**config.mk**
```make
export PLATFORM = sky130hd
export DESIGN_NAME = infix_expression_evaluator_top
export DESIGN_NICKNAME = d
export VERILOG_FILES = /design/src/rtl/iee_pkg.sv /design/src/rtl/iee_front.sv /design/src/rtl/iee_queue.sv /design/src/rtl/iee_divider.sv /design/src/rtl/iee_back.sv /design/src/rtl/infix_expression_evaluator_top.sv
export SDC_FILE = /design/constraint.sdc
export NUM_CORES = 2
export LEC_CHECK = 0
export ABC_AREA = 1
export BUFFER_PORTS_ARGS = -buffer_cell sky130_fd_sc_hd__buf_2
export CORE_AREA = 3 3 312 237
export DETAILED_ROUTE_END_ITERATION = 8
export DIE_AREA = 0 0 315 240
export PLACE_DENSITY = 0.78
export SETUP_SLACK_MARGIN = 0.15
export SYNTH_ARGS = -nofsm -noshare
export SYNTH_HDL_FRONTEND = slang
export SYNTH_SLANG_ARGS = --single-unit
```
**constraint.sdc**
```tcl
create_clock -name clock -period 7.6 [get_ports clock]
set_input_delay 1.52 -clock clock [delete_from_list [all_inputs] [get_ports clock]]
set_output_delay 1.52 -clock clock [all_outputs]
set_load 0.02 [all_outputs]
```
**src/rtl/iee_pkg.sv**
```systemverilog
// Shared types and constants for the infix expression evaluator.
// No dependencies; every other file of the block imports this package.
package iee_pkg;

   localparam int VALUE_W = 32;

   // Pending operator codes
   typedef enum logic [2:0] {
      OP_PLUS   = 3'd0,
      OP_MINUS  = 3'd1,
      OP_TIMES  = 3'd2,
      OP_DIVIDE = 3'd3,
      OP_OTHER  = 3'd4
   } op_type;

   // Input item: one character of the expression
   typedef struct packed {
      logic [7:0] char_code;
      logic       last_char;
   } req_type;

   // Result item
   typedef struct packed {
      logic signed [VALUE_W-1:0] value;
      logic                      div_by_zero;
   } rsp_type;

   // Front to back command: apply op to number, then emit if last
   typedef struct packed {
      op_type               op;
      logic [VALUE_W-1:0]   number;
      logic                 last;
   } cmd_type;

   typedef struct packed {
      logic               start;
      logic [VALUE_W-1:0] dividend;
      logic [VALUE_W-1:0] divisor;
   } div_req_type;

   typedef struct packed {
      logic               done;
      logic [VALUE_W-1:0] quotient;
   } div_rsp_type;

endpackage

```
**src/rtl/iee_front.sv**
```systemverilog
// Front end: takes characters, accumulates decimal numbers, tracks the pending
// operator and issues one command per operator or final character. Uses iee_pkg.
module iee_front (
   input  logic              clock,
   input  logic              reset,
   input  logic              req_push,
   input  iee_pkg::req_type  req_item,
   output logic              req_full,
   input  logic              cmd_full,
   output logic              cmd_push,
   output iee_pkg::cmd_type  cmd_item
);
   import iee_pkg::*;

   localparam logic [7:0] CHAR_ZERO  = 8'h30;
   localparam logic [7:0] CHAR_NINE  = 8'h39;
   localparam logic [7:0] CHAR_SPACE = 8'h20;
   localparam logic [7:0] CHAR_PLUS  = 8'h2B;
   localparam logic [7:0] CHAR_MINUS = 8'h2D;
   localparam logic [7:0] CHAR_TIMES = 8'h2A;
   localparam logic [7:0] CHAR_DIV   = 8'h2F;

   op_type             pend_ff, pend_in;
   logic [VALUE_W-1:0] cur_ff, cur_in;

   logic               accept;
   logic               num_char;
   logic               apply;
   logic [3:0]         digit_val;
   logic [VALUE_W-1:0] num_acc;
   op_type             char_op;

   assign req_full = cmd_full;
   assign accept   = req_push && !cmd_full;

   assign num_char  = (req_item.char_code >= CHAR_ZERO) && (req_item.char_code <= CHAR_NINE);
   assign digit_val = 4'(req_item.char_code - CHAR_ZERO);
   // x*10 + d, wrapping
   assign num_acc   = (cur_ff << 3) + (cur_ff << 1) + VALUE_W'(digit_val);
   assign apply     = (!num_char && (req_item.char_code != CHAR_SPACE)) || req_item.last_char;

   always_comb begin
      unique case (req_item.char_code)
         CHAR_PLUS:  char_op = OP_PLUS;
         CHAR_MINUS: char_op = OP_MINUS;
         CHAR_TIMES: char_op = OP_TIMES;
         CHAR_DIV:   char_op = OP_DIVIDE;
         default:    char_op = OP_OTHER;
      endcase
   end

   always_comb begin
      pend_in         = pend_ff;
      cur_in          = cur_ff;
      cmd_push        = 1'b0;
      cmd_item.op     = pend_ff;
      cmd_item.number = num_char ? num_acc : cur_ff;
      cmd_item.last   = req_item.last_char;
      if (accept) begin
         if (apply) begin
            cmd_push = 1'b1;
            cur_in   = '0;
            pend_in  = req_item.last_char ? OP_PLUS : char_op;
         end else if (num_char) begin
            cur_in = num_acc;
         end
      end
   end

   always_ff @(posedge clock) begin
      if (reset) begin
         pend_ff <= OP_PLUS;
         cur_ff  <= '0;
      end else begin
         pend_ff <= pend_in;
         cur_ff  <= cur_in;
      end
   end

endmodule

```
**src/rtl/iee_queue.sv**
```systemverilog
// Short command queue between front end and back end.
// Uses iee_pkg for the command type.
module iee_queue #(
   parameter int DEPTH = 4
) (
   input  logic              clock,
   input  logic              reset,
   input  logic              push,
   input  iee_pkg::cmd_type  push_item,
   output logic              full,
   input  logic              pop,
   output iee_pkg::cmd_type  head_item,
   output logic              empty
);
   import iee_pkg::*;

   localparam int PTR_W = (DEPTH > 1) ? $clog2(DEPTH) : 1;
   localparam int CNT_W = $clog2(DEPTH + 1);

   cmd_type          mem [DEPTH];
   logic [PTR_W-1:0] wr_ptr_ff, wr_ptr_in;
   logic [PTR_W-1:0] rd_ptr_ff, rd_ptr_in;
   logic [CNT_W-1:0] count_ff, count_in;
   logic             do_push, do_pop;

   assign full      = (count_ff == CNT_W'(DEPTH));
   assign empty     = (count_ff == '0);
   assign do_push   = push && !full;
   assign do_pop    = pop && !empty;
   assign head_item = mem[rd_ptr_ff];

   always_comb begin
      wr_ptr_in = wr_ptr_ff;
      rd_ptr_in = rd_ptr_ff;
      count_in  = count_ff;
      if (do_push) begin
         wr_ptr_in = (wr_ptr_ff == PTR_W'(DEPTH - 1)) ? '0 : wr_ptr_ff + 1'b1;
      end
      if (do_pop) begin
         rd_ptr_in = (rd_ptr_ff == PTR_W'(DEPTH - 1)) ? '0 : rd_ptr_ff + 1'b1;
      end
      if (do_push && !do_pop) begin
         count_in = count_ff + 1'b1;
      end else if (do_pop && !do_push) begin
         count_in = count_ff - 1'b1;
      end
   end

   always_ff @(posedge clock) begin
      if (do_push) begin
         mem[wr_ptr_ff] <= push_item;
      end
   end

   always_ff @(posedge clock) begin
      if (reset) begin
         wr_ptr_ff <= '0;
         rd_ptr_ff <= '0;
         count_ff  <= '0;
      end else begin
         wr_ptr_ff <= wr_ptr_in;
         rd_ptr_ff <= rd_ptr_in;
         count_ff  <= count_in;
      end
   end

endmodule

```
**src/rtl/iee_divider.sv**
```systemverilog
// Signed restoring divider, one quotient bit per cycle, truncating toward zero.
// Divisor must be nonzero at start. Uses iee_pkg.
module iee_divider (
   input  logic                  clock,
   input  logic                  reset,
   input  iee_pkg::div_req_type  div_req,
   output iee_pkg::div_rsp_type  div_rsp
);
   import iee_pkg::*;

   localparam int CNT_W = $clog2(VALUE_W);

   typedef enum logic [1:0] {
      DV_IDLE,
      DV_RUN,
      DV_FIX
   } dv_state_type;

   dv_state_type       state_ff, state_in;
   logic [VALUE_W-1:0] rem_ff, rem_in;
   logic [VALUE_W-1:0] quo_ff, quo_in;
   logic [VALUE_W-1:0] dvs_ff, dvs_in;
   logic               neg_ff, neg_in;
   logic [CNT_W-1:0]   cnt_ff, cnt_in;
   logic               done_ff, done_in;
   logic [VALUE_W-1:0] q_ff, q_in;

   logic [VALUE_W:0]   shifted;
   logic [VALUE_W:0]   diff;

   assign shifted = {rem_ff, quo_ff[VALUE_W-1]};
   assign diff    = shifted - {1'b0, dvs_ff};

   always_comb begin
      state_in = state_ff;
      rem_in   = rem_ff;
      quo_in   = quo_ff;
      dvs_in   = dvs_ff;
      neg_in   = neg_ff;
      cnt_in   = cnt_ff;
      done_in  = 1'b0;
      q_in     = q_ff;
      unique case (state_ff)
         DV_IDLE: begin
            if (div_req.start) begin
               rem_in   = '0;
               quo_in   = div_req.dividend[VALUE_W-1] ? ('0 - div_req.dividend)
                                                      : div_req.dividend;
               dvs_in   = div_req.divisor[VALUE_W-1] ? ('0 - div_req.divisor)
                                                     : div_req.divisor;
               neg_in   = div_req.dividend[VALUE_W-1] ^ div_req.divisor[VALUE_W-1];
               cnt_in   = '0;
               state_in = DV_RUN;
            end
         end
         DV_RUN: begin
            if (!diff[VALUE_W]) begin
               rem_in = diff[VALUE_W-1:0];
               quo_in = {quo_ff[VALUE_W-2:0], 1'b1};
            end else begin
               rem_in = shifted[VALUE_W-1:0];
               quo_in = {quo_ff[VALUE_W-2:0], 1'b0};
            end
            cnt_in = cnt_ff + 1'b1;
            if (cnt_ff == CNT_W'(VALUE_W - 1)) begin
               state_in = DV_FIX;
            end
         end
         DV_FIX: begin
            q_in     = neg_ff ? ('0 - quo_ff) : quo_ff;
            done_in  = 1'b1;
            state_in = DV_IDLE;
         end
         default: state_in = DV_IDLE;
      endcase
   end

   always_ff @(posedge clock) begin
      if (reset) begin
         state_ff <= DV_IDLE;
         done_ff  <= 1'b0;
      end else begin
         state_ff <= state_in;
         done_ff  <= done_in;
      end
      rem_ff <= rem_in;
      quo_ff <= quo_in;
      dvs_ff <= dvs_in;
      neg_ff <= neg_in;
      cnt_ff <= cnt_in;
      q_ff   <= q_in;
   end

   assign div_rsp.done     = done_ff;
   assign div_rsp.quotient = q_ff;

endmodule

```
**src/rtl/iee_back.sv**
```systemverilog
// Back end: applies queued commands to the running sum and open term, drives
// the multiplier and divider, and holds the result register. Uses iee_pkg.
module iee_back (
   input  logic                  clock,
   input  logic                  reset,
   input  logic                  cmd_empty,
   input  iee_pkg::cmd_type      cmd_item,
   output logic                  cmd_pop,
   output iee_pkg::div_req_type  div_req,
   input  iee_pkg::div_rsp_type  div_rsp,
   output logic                  rsp_empty,
   input  logic                  rsp_pop,
   output iee_pkg::rsp_type      rsp_item
);
   import iee_pkg::*;

   typedef enum logic [1:0] {
      ST_IDLE,
      ST_MUL,
      ST_DIV,
      ST_FIN
   } state_type;

   state_type          state_ff, state_in;
   logic [VALUE_W-1:0] sum_ff, sum_in;
   logic [VALUE_W-1:0] term_ff, term_in;
   logic               err_ff, err_in;
   logic               last_ff, last_in;
   logic [VALUE_W-1:0] prod_ff, prod_in;
   logic               rsp_valid_ff, rsp_valid_in;
   rsp_type            rsp_ff, rsp_in;

   logic               take;
   logic               out_load;
   state_type          after_op;

   assign take     = rsp_pop && rsp_valid_ff;
   assign out_load = (state_ff == ST_FIN) && (!rsp_valid_ff || take);
   assign after_op = last_ff ? ST_FIN : ST_IDLE;

   always_comb begin
      state_in       = state_ff;
      sum_in         = sum_ff;
      term_in        = term_ff;
      err_in         = err_ff;
      last_in        = last_ff;
      prod_in        = prod_ff;
      rsp_valid_in   = rsp_valid_ff && !take;
      rsp_in         = rsp_ff;
      cmd_pop        = 1'b0;
      div_req.start    = 1'b0;
      div_req.dividend = term_ff;
      div_req.divisor  = cmd_item.number;
      unique case (state_ff)
         ST_IDLE: begin
            if (!cmd_empty) begin
               cmd_pop  = 1'b1;
               last_in  = cmd_item.last;
               state_in = cmd_item.last ? ST_FIN : ST_IDLE;
               case (cmd_item.op)
                  OP_PLUS: begin
                     sum_in  = sum_ff + term_ff;
                     term_in = cmd_item.number;
                  end
                  OP_MINUS: begin
                     sum_in  = sum_ff + term_ff;
                     term_in = '0 - cmd_item.number;
                  end
                  OP_TIMES: begin
                     prod_in  = VALUE_W'(term_ff * cmd_item.number);
                     state_in = ST_MUL;
                  end
                  OP_DIVIDE: begin
                     if (cmd_item.number == '0) begin
                        err_in  = 1'b1;
                        term_in = '0;
                     end else begin
                        div_req.start = 1'b1;
                        state_in      = ST_DIV;
                     end
                  end
                  default: ;   // unknown operator drops its number
               endcase
            end
         end
         ST_MUL: begin
            term_in  = prod_ff;
            state_in = after_op;
         end
         ST_DIV: begin
            if (div_rsp.done) begin
               term_in  = div_rsp.quotient;
               state_in = after_op;
            end
         end
         ST_FIN: begin
            if (out_load) begin
               rsp_in.value       = sum_ff + term_ff;
               rsp_in.div_by_zero = err_ff;
               rsp_valid_in       = 1'b1;
               sum_in             = '0;
               term_in            = '0;
               err_in             = 1'b0;
               state_in           = ST_IDLE;
            end
         end
         default: state_in = ST_IDLE;
      endcase
   end

   always_ff @(posedge clock) begin
      if (reset) begin
         state_ff     <= ST_IDLE;
         sum_ff       <= '0;
         term_ff      <= '0;
         err_ff       <= 1'b0;
         rsp_valid_ff <= 1'b0;
      end else begin
         state_ff     <= state_in;
         sum_ff       <= sum_in;
         term_ff      <= term_in;
         err_ff       <= err_in;
         rsp_valid_ff <= rsp_valid_in;
      end
      last_ff <= last_in;
      prod_ff <= prod_in;
      rsp_ff  <= rsp_in;
   end

   assign rsp_empty = !rsp_valid_ff;
   assign rsp_item  = rsp_ff;

   // divider is never started on a zero divisor
   a_div_nonzero: assert property (@(posedge clock) disable iff (reset)
      div_req.start |-> (div_req.divisor != '0))
      else $error("divider started with zero divisor");

   // divider completion only while waiting for it
   a_div_done_state: assert property (@(posedge clock) disable iff (reset)
      div_rsp.done |-> (state_ff == ST_DIV))
      else $error("divider done outside wait state");

   // accumulators are back at reset values after a result is loaded
   a_clear_after_emit: assert property (@(posedge clock) disable iff (reset)
      out_load |=> (sum_ff == '0) && (term_ff == '0) && !err_ff && !rsp_empty)
      else $error("state not cleared after result");

   // multiply write-back state is always left in the following cycle
   a_mul_one_cycle: assert property (@(posedge clock) disable iff (reset)
      (state_ff == ST_MUL) |=> (state_ff != ST_MUL))
      else $error("multiply state held");

endmodule

```
**src/rtl/infix_expression_evaluator_top.sv**
```systemverilog
// Infix expression evaluator, top level. Instantiates iee_front, iee_queue,
// iee_back and iee_divider; uses iee_pkg.
//
// Feed an ASCII expression one character per item (req_push/req_full), with
// last_char set on the final character; one result (value, div_by_zero) comes
// out per expression on the rsp_ queue. Non-negative decimal integers joined
// by + - * / evaluate with the usual precedence, spaces are skipped, any other
// character acts as an operator that throws away the following number.
// Arithmetic wraps at 32 bits; division truncates toward zero and division by
// zero yields 0 with div_by_zero set. Digits and spaces are taken at one per
// cycle by the front end while the command queue is not full. Each operator
// or final character becomes a command that the back end executes: + - and
// unknown operators apply at once, * goes through a registered multiply and
// a write-back, / runs the bit-serial divider (start, 32 quotient bits, sign
// fix) and writes back the quotient; a final character then loads the result
// register. A queue of QUEUE_DEPTH commands lets the front end keep accepting
// while a division runs; req_full rises only when that queue fills. The result
// register frees the back end as soon as the consumer pops it.
module infix_expression_evaluator_top #(
   parameter int QUEUE_DEPTH = 4
) (
   input  logic              clock,
   input  logic              reset,
   input  logic              req_push,
   input  iee_pkg::req_type  req_item,
   output logic              req_full,
   output logic              rsp_empty,
   input  logic              rsp_pop,
   output iee_pkg::rsp_type  rsp_item
);
   import iee_pkg::*;

   // front end -> command queue
   logic        cmd_push;
   cmd_type     cmd_push_item;
   logic        cmd_full;

   // command queue -> back end
   logic        cmd_pop;
   cmd_type     cmd_head;
   logic        cmd_empty;

   // back end <-> divider
   div_req_type div_req;
   div_rsp_type div_rsp;

   // Number assembly and operator tracking; one command per operator or final char.
   iee_front u_front (
      .clock    (clock),
      .reset    (reset),
      .req_push (req_push),
      .req_item (req_item),
      .req_full (req_full),
      .cmd_full (cmd_full),
      .cmd_push (cmd_push),
      .cmd_item (cmd_push_item)
   );

   // Decouples the one-per-cycle front end from multi-cycle execution.
   iee_queue #(
      .DEPTH (QUEUE_DEPTH)
   ) u_queue (
      .clock     (clock),
      .reset     (reset),
      .push      (cmd_push),
      .push_item (cmd_push_item),
      .full      (cmd_full),
      .pop       (cmd_pop),
      .head_item (cmd_head),
      .empty     (cmd_empty)
   );

   // Running sum / open term execution and result register.
   iee_back u_back (
      .clock     (clock),
      .reset     (reset),
      .cmd_empty (cmd_empty),
      .cmd_item  (cmd_head),
      .cmd_pop   (cmd_pop),
      .div_req   (div_req),
      .div_rsp   (div_rsp),
      .rsp_empty (rsp_empty),
      .rsp_pop   (rsp_pop),
      .rsp_item  (rsp_item)
   );

   // Bit-serial signed divider for the / operator.
   iee_divider u_divider (
      .clock   (clock),
      .reset   (reset),
      .div_req (div_req),
      .div_rsp (div_rsp)
   );

endmodule
```
# Word level (Yosys, flattened, before mapping)

Memory sizes are Yosys's and may differ from the RTL's. A register that Yosys moved wholly into a read port is not among the register bits.
Cells that the tools add are included.
Widths: inputs -> output; s select.

Add/subtract/negate cells: 13
Multipliers: 1
$lt $le $gt $ge: 2
Eq/ne operators: 27
Mux-type cells: 59
Bitwise operators: 2
Reductions and logical operators: 39

Operators by type and width:

| cell                  | number |
|---|---|
| $mux 32               | 13 |
| $pmux 32 s2           | 3 |
| $pmux 32 s4           | 1 |
| $pmux 32 s3           | 1 |
| $sub 1x32->32 const A | 3 |
| $add 32x32->32        | 2 |
| $sub 33x32->33        | 1 |
| $add 32x4->32         | 1 |
| $eq 8x6->1 const B    | 4 |
| $logic_not 32->1      | 1 |
| $mul 32x32->32        | 1 |
| $mux 31               | 1 |
| $mux 2                | 12 |
| $mux 1                | 18 |
| $pmux 3 s4            | 1 |
| $reduce_and 2->1      | 6 |
| $eq 2x2->1 const B    | 5 |
| $logic_and 1x1->1     | 10 |
| $pmux 5 s2            | 1 |
| $reduce_and 5->1      | 2 |
| $mux 3                | 3 |
| $ge 8x6->1 const B    | 1 |
| $le 8x6->1 const B    | 1 |
| $ne 2x1->1 const B    | 4 |
| 28 further kinds      | 47 |

Bits in registers: 313
RAM bits: 144
Output and inout bits: 35
Memories kept: 1

Memories:

| memory      | depth | bits a word | read ports | clocked after memory_dff | write ports | RTL line        | text |
|---|---|---|---|---|---|---|---|
| u_queue.mem | 4     | 36          | 1          | 1                        | 1           | iee_queue.sv:20 | `cmd_type mem [DEPTH];` |

# Depth between registers and ports, before layout

Word-level depth: 12
Depth in mapped cells: 40
Gate-level depth less buffers: 36

# Hierarchy

From an unflattened synthesis, not the netlist that was laid out.

Cells, all modules: 6,070
Area total of the unflattened synthesis: 46,393.2 µm²

By module, submodules not included:

| module      | times used | cells each | area an instance (µm²) |
|---|---|---|---|
| iee_back    | 1          | 3,420      | 25,455.7 |
| iee_divider | 1          | 1,477      | 10,613.9 |
| iee_queue   | 1          | 419        | 5,871.9 |
| iee_front   | 1          | 754        | 4,451.8 |

# Worst setup path after synthesis

OpenSTA, ideal clock, no wires.

Path kind: reg2reg
Start: register with a tool-made name
End: register u_back.prod_ff[31], data pin
Arrival: 7.013 ns
Data required time: 7.348 ns
Path slack: 0.334 ns
Stages on the path, launching flop included: 38
Buffers on the path: 4
Cell sequence: dfxtp_1 > buf_6 > inv_6 > buf_6 > nand2_1 > nand3_1 > nand2_2 > clkbuf_1 > buf_1 > nor2_1 > fa_1 > fa_1 > inv_1 > fa_1 > fa_1 > inv_1 > fa_1 > fa_1 > [2 not listed] > fa_1 > inv_1 > ha_1 > nand2_1 > inv_1 > nand3_1 > nor3_1 > nand4_1 > nand3_1 > nand3_1 > nand2_1 > a21oi_1 > inv_1 > nand2_1 > nand2_1 > inv_1 > nand2_1 > nand2_1

RTL lines:

| element              | RTL line        | text |
|---|---|---|
| to (signal assigned) | iee_back.sv:126 | `prod_ff <= prod_in;` |
| to (decl)            | iee_back.sv:29  | `logic [VALUE_W-1:0] prod_ff, prod_in;` |

# Worst setup path in the final report

Start: register u_back.term_ff[9]
End: register u_back.prod_ff[29], data pin

Word-level cells in the longest chain between the ends: 1

Ends and longest elaborated chain:

| element                | RTL line        | text |
|---|---|---|
| from (decl)            | iee_back.sv:26  | `logic [VALUE_W-1:0] term_ff, term_in;` |
| from (signal assigned) | iee_back.sv:121 | `term_ff <= term_in;` |
| $mul 32x32->32         | iee_back.sv:70  | `prod_in = VALUE_W'(term_ff * cmd_item.number);` |

No other way between the ends.
A chain may end at the register's enable or synchronous reset.

==> flow_summary.rst <==
.. list-table::
   :header-rows: 1

   * - Metric
     - Value
   * - Mapped Nets
     - 5,739
   * - Buffer cell driving the clock tree root
     - clkbuf_16
   * - Number of buffers inserted during clock tree synthesis
     - 49
   * - Portion of the post-synthesis area used by sequential elements
     - 0.3013
   * - Die ar.
     - 75,600 sq um
   * - Top delay family on crit path
     - adder cells
   * - Final period utilization
     - 0.9532
   * - Most common cell after layout, fill and taps aside
     - nand2_1
   * - Max H-tree Level
     - 2
   * - Yosys top cell area share
     - 0.2464
   * - Number of nets with antenna violations after detailed routing
     - 0
   * - Kind of critical path
     - register to register
   * - Most used cell along the critical path
     - fa_1
   * - Nets@finish
     - 5,813
   * - Average wire per cell in the routed design
     - 21.29 um
   * - Tightest Pin Transition
     - 1.177 ns
   * - Die width
     - 315 um
   * - Outcome
     - complete, no violations
   * - Effective utilization at floorplan
     - 0.5875
   * - Count of distinct cell types in the synthesized netlist
     - 62
   * - Biggest fanout along the worst timing path
     - 11
   * - Slew margin rel.
     - 0.2137
   * - Routed via count
     - 35.76k
   * - Largest clock skew in the final design
     - 0.04271 ns
   * - Via count of the first global-routing pass
     - 33.80k
   * - Number of ports placed on the die boundary
     - 48
   * - DRC violations left
     - 0
   * - Worst hold path class
     - register to register
   * - Startpoint Class
     - register
   * - Proportion of layout cells with a drive suffix above 1
     - 0.08901
   * - Vert. Die Dim
     - 240 um
   * - Critical Path Slowest Stage Cell
     - dfxtp_1
   * - Crit path buffers/inverters
     - 5
   * - Share of synthesized flip-flops with an asynchronous set or reset
     - 0
   * - Endpoints failing setup
     - 0
   * - Average size of a mapped cell
     - 8.297 sq um
   * - Core region area
     - 71,360 sq um
   * - Hold buffer count at cts
     - 0
   * - Cell Area, Synth
     - 41,930 sq um
   * - Shortest period the worst path allows
     - 7.244 ns
   * - Register bit total from synthesis
     - 459
   * - Clk buf depth
     - 3
   * - Global-route wire length before repair
     - 198,400 um
   * - Cell types with the largest area share after synthesis
     - edfxtp_1, fa_1, nand2_1
   * - DRT Pass-1 Iters
     - 6
   * - Layout-stage area growth over the synthesis result
     - 9.654%
   * - Post-route cell area
     - 45,970 sq um
   * - Later-pin clock latency in the skew report
     - 0.64 ns
   * - CP Capture Type
     - register
   * - Detail-routed via count per cell
     - 5.837
   * - Count of flip-flops with a built-in enable after synthesis
     - 344
   * - Number of sinks on the clock net
     - 459
   * - Final Slew Violations
     - 0
   * - Weighted congestion reported at the end of routability-driven placement
     - 1.012
   * - Rows
     - 85
   * - CP Data Required Time
     - 7.99 ns
   * - Total negative slack for setup checks
     - 0 ns
   * - Overflow left after global routing
     - 0
   * - Initial antenna violation count
     - 5
   * - Leading cell types in the layout, fill and taps excluded
     - nand2_1, inv_1, nor2_1, fa_1, edfxtp_1
   * - Data arrival time of the worst path
     - 7.63 ns
   * - Total Routed Length
     - 130,400 um
   * - Half-perimeter wire length after detailed placement
     - 102,000 um
   * - Max stage delay on crit path
     - 0.83 ns
   * - Ys Warns
     - 0
   * - Post-synthesis cell count
     - 5,053
   * - Area post-placement
     - 43,690 sq um
   * - Number of max-cap violations
     - 0
   * - Yosys top cell by area
     - edfxtp_1
   * - Hold violation total from the final report
     - 0
   * - Clock-pin transition on the worst setup and hold timing paths
     - 0.06 ns
   * - Detailed Route Iter0 Violations
     - 4,802
   * - Largest net degree at the start of global routing
     - 74
   * - Tot GR Track Use
     - 0.3439
   * - Setup repair after global routing missed its margin
     - false
   * - Prevailing post-synth register cell
     - edfxtp_1
   * - Highest achievable clock rate
     - 138.0 MHz
   * - Number of input and output port buffers inserted
     - 47
   * - TritonCTS clock tree
     - yes
cells by family (layout without fill, tap and decap cells):
family	after synthesis	count (layout)	synth area share
other	0	2	0
AND/OR/NAND/NOR	2066	2067	0.2028
adder cells (fa/ha/maj)	673	673	0.2748
XOR/XNOR	156	156	0.03292
buffers and inverters	1017	1131	0.09517
AO/OA/AOI/OAI	682	682	0.09299
flip-flops	459	459	0.3013
metrics by stage:
| step | util | hold WS [ns] | cells | setup slack [ns] |
|---|---|---|---|---|
| floorplan | - | 0.4090 | 5053 | 0.3344 |
| global placement | 0.6123 | 0.4469 | 6005 | 0.3039 |
| detailed placement | 0.6123 | 0.4557 | 6005 | 0.1639 |
| CTS | 0.6350 | 0.4719 | 6097 | 0.1665 |
| global route | 0.6441 | 0.4762 | 6125 | 0.07161 |
| finish | 0.6442 | 0.4706 | 6127 | 0.3557 |
repair_timing:
action	CTS	global route
buffers inserted	0	22
gates resized for setup	0	109
setup endpoints to repair	0	13
worst register-to-register path, stage by stage, from the launching register on:
cell and delay [ns]:
dfxtp_1 0.83, inv_1 0.33, buf_4 0.26, nor2_1 0.18
fa_1 0.43, inv_1 0.08, fa_1 0.44, fa_1 0.49
fa_1 0.55, inv_1 0.04, ha_1 0.27, ha_1 0.32
fa_1 0.43, fa_1 0.48, ha_1 0.38, buf_4 0.14
nand2_1 0.06, nor2_1 0.23, a21o_1 0.24, nand2_1 0.08
nand3_2 0.10, nand3_1 0.11, nand2_2 0.14, a31oi_1 0.14
o21bai_1 0.17, xor2_1 0.08
metal layers:
metal / wire, um / global-route usage / vias to the layer above
li1: - / - / 16300
met1: 54590 / 0.5022 / 17030
met2: 51720 / 0.4716 / 2095
met3: 18680 / 0.1191 / 341
met4: 5405 / 0.1250 / 6
met5: 37 / 0 / -
Yosys cell counts (14+ instances only):
cell type,n
nand2_1,1104
inv_1,772
nor2_1,544
fa_1,413
edfxtp_1,344
a21oi_1,284
ha_1,260
nand3_1,259
o21ai_0,225
clkbuf_1,135
xor2_1,117
dfxtp_1,115
nor3_1,45
xnor2_1,38
buf_2,33
nand4_1,31
o211ai_1,24
inv_2,22
nand2_2,19
o21bai_1,19
a21o_1,18
or2_2,16
a22oi_1,15
clkinv_1,15
nor4_1,15
a31oi_1,14
buf_1,14
path summary, 6_finish.rpt:
path	endpoint	slack (ns)	from	cells past startpoint
worst min register to register	u_back.sum_ff[29]	0.47	u_back.sum_ff[29]	2
worst max-delay path	u_back.prod_ff[29]	0.36	u_back.term_ff[9]	25
worst max register to register	u_back.prod_ff[29]	0.36	u_back.term_ff[9]	25
worst min-delay path	u_back.sum_ff[29]	0.47	u_back.sum_ff[29]	2
area by class of cell:
type | count | area [sq um]
Multi-Input combinational cell | 3578 | 25630
Fill cell | 5965 | 25390
Timing Repair Buffer | 225 | 1782
Antenna cell | 2 | 5.005
Tap cell | 957 | 1197
Inverter | 812 | 3078
Timing Repair inverter | 2 | 25.02
Sequential cell | 459 | 12640
Clock buffer | 63 | 1319
Clock inverter | 29 | 300.3
flip-flops by register name, indices dropped and copies added (netlist names), named ones only:
signal and cells:
u_queue.mem 144, u_back.sum_ff 32, u_front.cur_ff 32, u_queue.count_ff 3
u_back.last_ff 1, u_queue.rd_ptr_ff 2, u_divider.quo_ff 32, u_divider.cnt_ff 5
u_front.pend_ff 3, u_back.rsp_item 33, u_divider.dvs_ff 32, u_divider.state_ff 2
u_divider.done_ff 1, u_back.rsp_valid_ff 1, u_divider.q_ff 32, u_back.err_ff 1
u_divider.neg_ff 1, u_back.prod_ff 32, u_queue.wr_ptr_ff 2, u_back.term_ff 32
u_back.state_ff 2, u_divider.rem_ff 32
Power is left out: the tool's default activity adds up to more than one toggle a clock period on the data nets, which glitch-free logic cannot reach.
